===== src/hw/rtl/trpr_pkg.sv =====
`default_nettype none
// ----------------------------------------------------------------------------
// trpr_pkg - shared constants and types
// Widths, status codes and controller types of the triangle rasterizer.
// ----------------------------------------------------------------------------
package trpr_pkg;

    localparam int COORD_INT_BITS   = 12;
    localparam int COORD_FRAC_BITS  = 4;
    localparam int WEIGHT_FRAC_BITS = 16;
    localparam int COORD_BITS       = COORD_INT_BITS + COORD_FRAC_BITS;
    localparam int DUAL_FRAC_BITS   = WEIGHT_FRAC_BITS + COORD_BITS - 2;
    localparam int LAMBDA_BITS      = WEIGHT_FRAC_BITS + 1;
    localparam int SHIFT_BITS       = DUAL_FRAC_BITS - WEIGHT_FRAC_BITS;
    // edge vector component, signed
    localparam int DIFF_BITS        = COORD_BITS + 1;
    // product of a pair of edge components
    localparam int PROD_BITS        = 2 * DIFF_BITS;
    // cross product, signed, and its magnitude
    localparam int CROSS_BITS       = PROD_BITS + 1;
    localparam int DEN_BITS         = 2 * COORD_BITS + 2;
    // numerator scaled by one guard bit beyond the dual fraction
    localparam int DIVIDEND_BITS    = COORD_BITS + DUAL_FRAC_BITS + 1;
    localparam int DIV_CNT_BITS     = $clog2(DIVIDEND_BITS);
    localparam int SAT_EXP          = 34;
    localparam int DUAL_BITS        = 32;
    localparam int RX_BITS          = COORD_BITS + 2;
    localparam int ACC_BITS         = RX_BITS + DUAL_BITS + 2;
    localparam int WEIGHT_BITS      = ACC_BITS - SHIFT_BITS;
    localparam int NUM_DUALS        = 4;
    localparam int IDX_BITS         = $clog2(NUM_DUALS);

    localparam logic [1:0] STATUS_OUTSIDE = 2'd0;
    localparam logic [1:0] STATUS_INSIDE  = 2'd1;
    localparam logic [1:0] STATUS_IDLE    = 2'd2;

    localparam logic MODE_LOAD = 1'b0;

    typedef enum logic [3:0] {
        S_IDLE,
        S_CROSS1,
        S_CROSS2,
        S_CROSS3,
        S_CHECK,
        S_DIV_GO,
        S_DIV_WAIT,
        S_MAC,
        S_FINISH
    } t_state;

    typedef struct packed {
        logic                capture;
        logic                cross1;
        logic                cross2;
        logic                cross3;
        logic                div_start;
        logic                dual_write;
        logic                mac;
        logic                finish;
        logic                step;
        logic [IDX_BITS-1:0] idx;
    } t_cmd;

    typedef struct packed {
        logic cr_zero;
        logic div_done;
    } t_stat;

endpackage
`default_nettype wire


===== src/hw/rtl/trpr_ctrl.sv =====
`default_nettype none
// ----------------------------------------------------------------------------
// trpr_ctrl - rasterizer controller
// Sequences triangle setup and issues step commands; owns result valid.
// ----------------------------------------------------------------------------
module trpr_ctrl (
    input  wire logic               i_clk,
    input  wire logic               i_rst_n,
    input  wire logic               i_in_valid,
    input  wire logic               i_in_mode,
    output logic                    o_in_ready,
    output logic                    o_out_valid,
    input  wire logic               i_out_ready,
    input  wire trpr_pkg::t_stat    i_stat,
    output trpr_pkg::t_cmd          o_cmd
);
    trpr_pkg::t_state                 r_state, n_state;
    logic [trpr_pkg::IDX_BITS-1:0]    r_idx, n_idx;
    logic                             r_out_valid, n_out_valid;

    always_ff @(posedge i_clk) begin
        if (!i_rst_n) begin
            r_state     <= trpr_pkg::S_IDLE;
            r_idx       <= '0;
            r_out_valid <= 1'b0;
        end else begin
            r_state     <= n_state;
            r_idx       <= n_idx;
            r_out_valid <= n_out_valid;
        end
    end

    always_comb begin
        n_state     = r_state;
        n_idx       = r_idx;
        n_out_valid = r_out_valid && !i_out_ready;
        o_cmd       = '0;
        o_cmd.idx   = r_idx;
        o_in_ready  = 1'b0;
        case (r_state)
            trpr_pkg::S_IDLE: begin
                o_in_ready = !r_out_valid || i_out_ready;
                if (i_in_valid && o_in_ready) begin
                    if (i_in_mode == trpr_pkg::MODE_LOAD) begin
                        o_cmd.capture = 1'b1;
                        n_state       = trpr_pkg::S_CROSS1;
                    end else begin
                        o_cmd.step  = 1'b1;
                        n_out_valid = 1'b1;
                    end
                end
            end
            trpr_pkg::S_CROSS1: begin
                o_cmd.cross1 = 1'b1;
                n_state      = trpr_pkg::S_CROSS2;
            end
            trpr_pkg::S_CROSS2: begin
                o_cmd.cross2 = 1'b1;
                n_state      = trpr_pkg::S_CROSS3;
            end
            trpr_pkg::S_CROSS3: begin
                o_cmd.cross3 = 1'b1;
                n_state      = trpr_pkg::S_CHECK;
            end
            trpr_pkg::S_CHECK: begin
                n_idx   = '0;
                n_state = i_stat.cr_zero ? trpr_pkg::S_IDLE : trpr_pkg::S_DIV_GO;
            end
            trpr_pkg::S_DIV_GO: begin
                o_cmd.div_start = 1'b1;
                n_state         = trpr_pkg::S_DIV_WAIT;
            end
            trpr_pkg::S_DIV_WAIT: begin
                if (i_stat.div_done) begin
                    o_cmd.dual_write = 1'b1;
                    n_idx            = r_idx + 1'b1;
                    n_state          = (r_idx == '1) ? trpr_pkg::S_MAC : trpr_pkg::S_DIV_GO;
                end
            end
            trpr_pkg::S_MAC: begin
                o_cmd.mac = 1'b1;
                n_idx     = r_idx + 1'b1;
                if (r_idx == '1) begin
                    n_state = trpr_pkg::S_FINISH;
                end
            end
            trpr_pkg::S_FINISH: begin
                o_cmd.finish = 1'b1;
                n_state      = trpr_pkg::S_IDLE;
            end
            default: begin
                n_state = trpr_pkg::S_IDLE;
            end
        endcase
        o_out_valid = r_out_valid;
    end
endmodule
`default_nettype wire


===== config.mk =====
export PLATFORM = sky130hd
export DESIGN_NAME = trpr_ctrl
export DESIGN_NICKNAME = d
export VERILOG_FILES = /design/src/hw/rtl/trpr_pkg.sv /design/src/hw/rtl/trpr_ctrl.sv
export SDC_FILE = /design/constraint.sdc
export NUM_CORES = 1
export LEC_CHECK = 0
export ABC_AREA = 1
export BUFFER_PORTS_ARGS = -buffer_cell sky130_fd_sc_hd__buf_2
export CELL_PAD_IN_SITES_DETAIL_PLACEMENT = 0
export CELL_PAD_IN_SITES_GLOBAL_PLACEMENT = 1
export CORE_UTILIZATION = 29
export DETAILED_ROUTE_END_ITERATION = 10
export PLACE_DENSITY = 0.77
export RECOVER_POWER = 50
export SYNTH_ARGS = -nofsm -noshare
export SYNTH_HDL_FRONTEND = slang
export SYNTH_SLANG_ARGS = --single-unit

===== constraint.sdc =====
create_clock -name i_clk -period 1.3 [get_ports i_clk]
set_input_delay 0.13 -clock i_clk [delete_from_list [all_inputs] [get_ports i_clk]]
set_output_delay 0.13 -clock i_clk [all_outputs]
set_load 0.02 [all_outputs]

==> summary by stage <==
Placement
At the end of routability-driven placement, the weighted congestion stood at about 0.82. The HPWL after detailed placement is 867 um. The count of buffers inserted at the top-level ports is 19. Once placement finished, the instance area stood at 602 um2.

Global routing
The via count of the first global-routing pass is around 520. The global-route wire length before repair is 2.05 mm. Entering global routing, the biggest net connects 8 pins. The initial antenna violation count is 0.

In the global route stage, overall resource usage came out at 0.141. The overflow left after global routing is 0.

Drt
The antenna violation net count after detailed routing is 0. The average wire per standard cell is about 9.6 um. The first TritonRoute pass finished after 4 iterations. The total length of routed met2 wires is 538 um. The routed design uses approximately 67 um of met3 wire. The ratio of routed vias to standard cells is about 4.6. The routed length on met1 is between 500 and 600 um.

After detailed routing, the total wire length is about 1.2 mm. The DRC violations left is 0. The highest routing layer actually used is met3. The initial detailed-routing violation count is 11.

The via count is 560.

Yosys
The number of enable-type register cells in the synthesized netlist is 0. The average size of a mapped cell is 6.08 um2. The synthesized cell area is 487 um2. The fraction of post-synthesis cell area in the top cell type by area is 0.288.

Of the synthesized area, sequential elements account for 0.288. When the netlist entered floorplanning its net count stood at 88. In this run, synthesis produced a sequential element count of 7.

The synthesized netlist contains 16 unique library cells. The number of instances in the synthesized netlist is 80. The number of warnings reported in the yosys synthesis log is 0. Yosys attributes the largest share of cell area to sky130_fd_sc_hd__dfxtp_1, sky130_fd_sc_hd__nor2_1, sky130_fd_sc_hd__nand3_1, sky130_fd_sc_hd__inv_1, sky130_fd_sc_hd__nand2_1. The cell taking the most area after synthesis is sky130_fd_sc_hd__dfxtp_1. For this run, the leading register cell type out of synthesis is sky130_fd_sc_hd__dfxtp_1. The most used standard cell by instance count after synthesis is sky130_fd_sc_hd__nor2_1. The async set or reset register ratio after synthesis is 0. After synthesis, the most frequently instantiated cells are sky130_fd_sc_hd__nor2_1, sky130_fd_sc_hd__inv_1, sky130_fd_sc_hd__nand2_1, sky130_fd_sc_hd__nand3_1.

Pwr
Summed over all cells, the static leakage comes to 0.000366 uW. The maximum vdd drop is approximately 0.45 mV. In this run the power density over the cells is 798 mW/mm2. Overall power consumption after layout is estimated at about 570 uW.

Floorplan
The die covers ~0.0018 mm2. The floorplan step set the die height to about 43 um. The floorplan step set the die width to between 40 and 50 um. The number of placement rows is 14. The initial cell density of the core is 0.316. The top-level I/O count is 20. The core box area is 0.00154 mm2.

Job
The tool flagged a number of max-cap violations equal to 0.

Worst setup path
The kind of critical path is reg2out. The kind of start point of the critical path is a flop. The data required time at the worst endpoint is 1.17 ns. The maximum fanout encountered on the critical timing path is 5. STA classifies the critical path endpoint as an output pin. Data on the critical path arrives at its endpoint at between 1 and 1.5 ns.

Finish
Relative to the synthesized area, the layout overhead comes to 46.3%. The post-layout instance area is between 700 and 800 um2. The number of antenna diodes in the final layout is 0. After the last flow step, the layout net total stands at between 100 and 150. In the final layout, the share of cells above drive strength 1 is 0.443.

STA
Setup total negative slack on the finished layout was measured at 0 ns. Of the available clock period, the critical path in the final layout requires 0.979. The number of pins exceeding their max-slew limit in the final report was 0. Setup repair after global routing could not meet its margin everywhere.

The hold violation count in the final report was 0. The slew at the pin closest to its max-slew limit is ~0.25 ns. The clock skew after layout is approximately 0.00081 ns.

The worst hold margin is about 0.15 ns. The smallest clock period supported by the final layout is computed as roughly 1.3 ns. Setup violations remaining at the end of the flow were counted as 0. The maximum clock frequency is between 0.7 and 0.8 GHz.

The remaining max-slew budget at the tightest pin is 0.832.

Clock network
After clock tree synthesis, the clock-pin slew on the worst setup and hold paths is 0.05 ns. The insertion delay to the later sink of the worst-skew pair is between 0.2 and 0.25 ns. The sink count of the clock tree is 7. The tree is rooted in a sky130_fd_sc_hd__clkbuf_4. The number of buffers created by CTS is 3. The clock tree from TritonCTS is done.

In this run the number of H-tree levels came out at 1. The longest clock path from root to sink contains 2 buffers.

Run status
The flow ran to the end, and the final reports show no timing, DRC or antenna violations.

Hold path
The path class of the tightest hold or removal check is in2reg.
per-stage QoR:
stage	setup slack (ns)	utilization	instances
after floorplan	0.0894	-	80
after global placement	0.119	0.390	115
after detailed placement	0.115	0.390	115
after CTS	-0.00388	0.434	121
after global routing	-0.0356	0.462	122
final	0.0271	0.462	122
area by class of cell:
cell class / count / area [um2]
Fill cell: 169 / 830
Multi-Input combinational cell: 54 / 308
Sequential cell: 7 / 149
Timing Repair Buffer: 22 / 130
Inverter: 19 / 78.8
Clock buffer: 4 / 26.3
Tap cell: 16 / 20.0
power breakdown:
part	internal, uW	switching [uW]	total [uW]
Sequential	221	9.40	231
Clock	117	72.6	189
Combinational	56.0	92.3	148
what timing repair did:
item	in CTS	in global routing
resized for setup	10	13
pin swaps	1	1
setup buffers	2	1
setup endpoints to repair	6	9
hold buffers	0	0
cloned	0	0
worst max-delay path: stages (launching register included):
cell and delay, ns:
sky130_fd_sc_hd__dfxtp_4 0.35, sky130_fd_sc_hd__inv_4 0.06, sky130_fd_sc_hd__nand2_4 0.07, sky130_fd_sc_hd__nor2_4 0.13, sky130_fd_sc_hd__inv_2 0.07, sky130_fd_sc_hd__nor2_1 0.08
sky130_fd_sc_hd__buf_4 0.14
cells in the final DEF, fill, tap and decap left out, drive strengths merged:
cell type,Yosys,routed
nor2,19,19
inv,19,19
buf,0,18
nand2,14,14
nand3,10,10
clkbuf,0,8
dfxtp,7,7
o21ai,3,3
a21oi,3,3
a31oi,2,2
nor3,2,2
ha,1,1
worst paths after layout:
kind,start,depth (start not counted),end,slack [ns]
max,r_state[3]$_SDFFE_PN0P_,6,o_cmd[10],0.03
min reg2reg,r_idx[1]$_SDFFE_PN0P_,2,r_idx[1]$_SDFFE_PN0P_,0.51
min,i_rst_n,3,r_idx[0]$_SDFFE_PN0P_,0.15
max reg2reg,r_state[2]$_SDFFE_PN0P_,8,r_state[0]$_SDFFE_PN0P_,0.07
logic make-up (layout without fill, tap and decap cells):
| kind of cell | after synthesis | after routing | synth area share |
|---|---|---|---|
| adders and majority gates | 1 | 1 | 0.0257 |
| AOI/OAI and AO/OA | 8 | 8 | 0.0951 |
| buffers and inverters | 19 | 45 | 0.147 |
| DFF | 7 | 7 | 0.288 |
| and+or+nand+nor | 45 | 45 | 0.445 |
layer usage:
layer | GRT usage | up-vias
met4 | 0.0667 | 0
met5 | 0 | -
met1 | 0.197 | 238
met2 | 0.215 | 20
li1 | - | 302
met3 | 0.0170 | 0
sequential cells by signal (all words and copies together) (netlist names):
| register | count |
|---|---|
| r_idx | 2 |
| o_out_valid | 1 |
| r_state | 4 |
(Power assumes the default switching activity.)
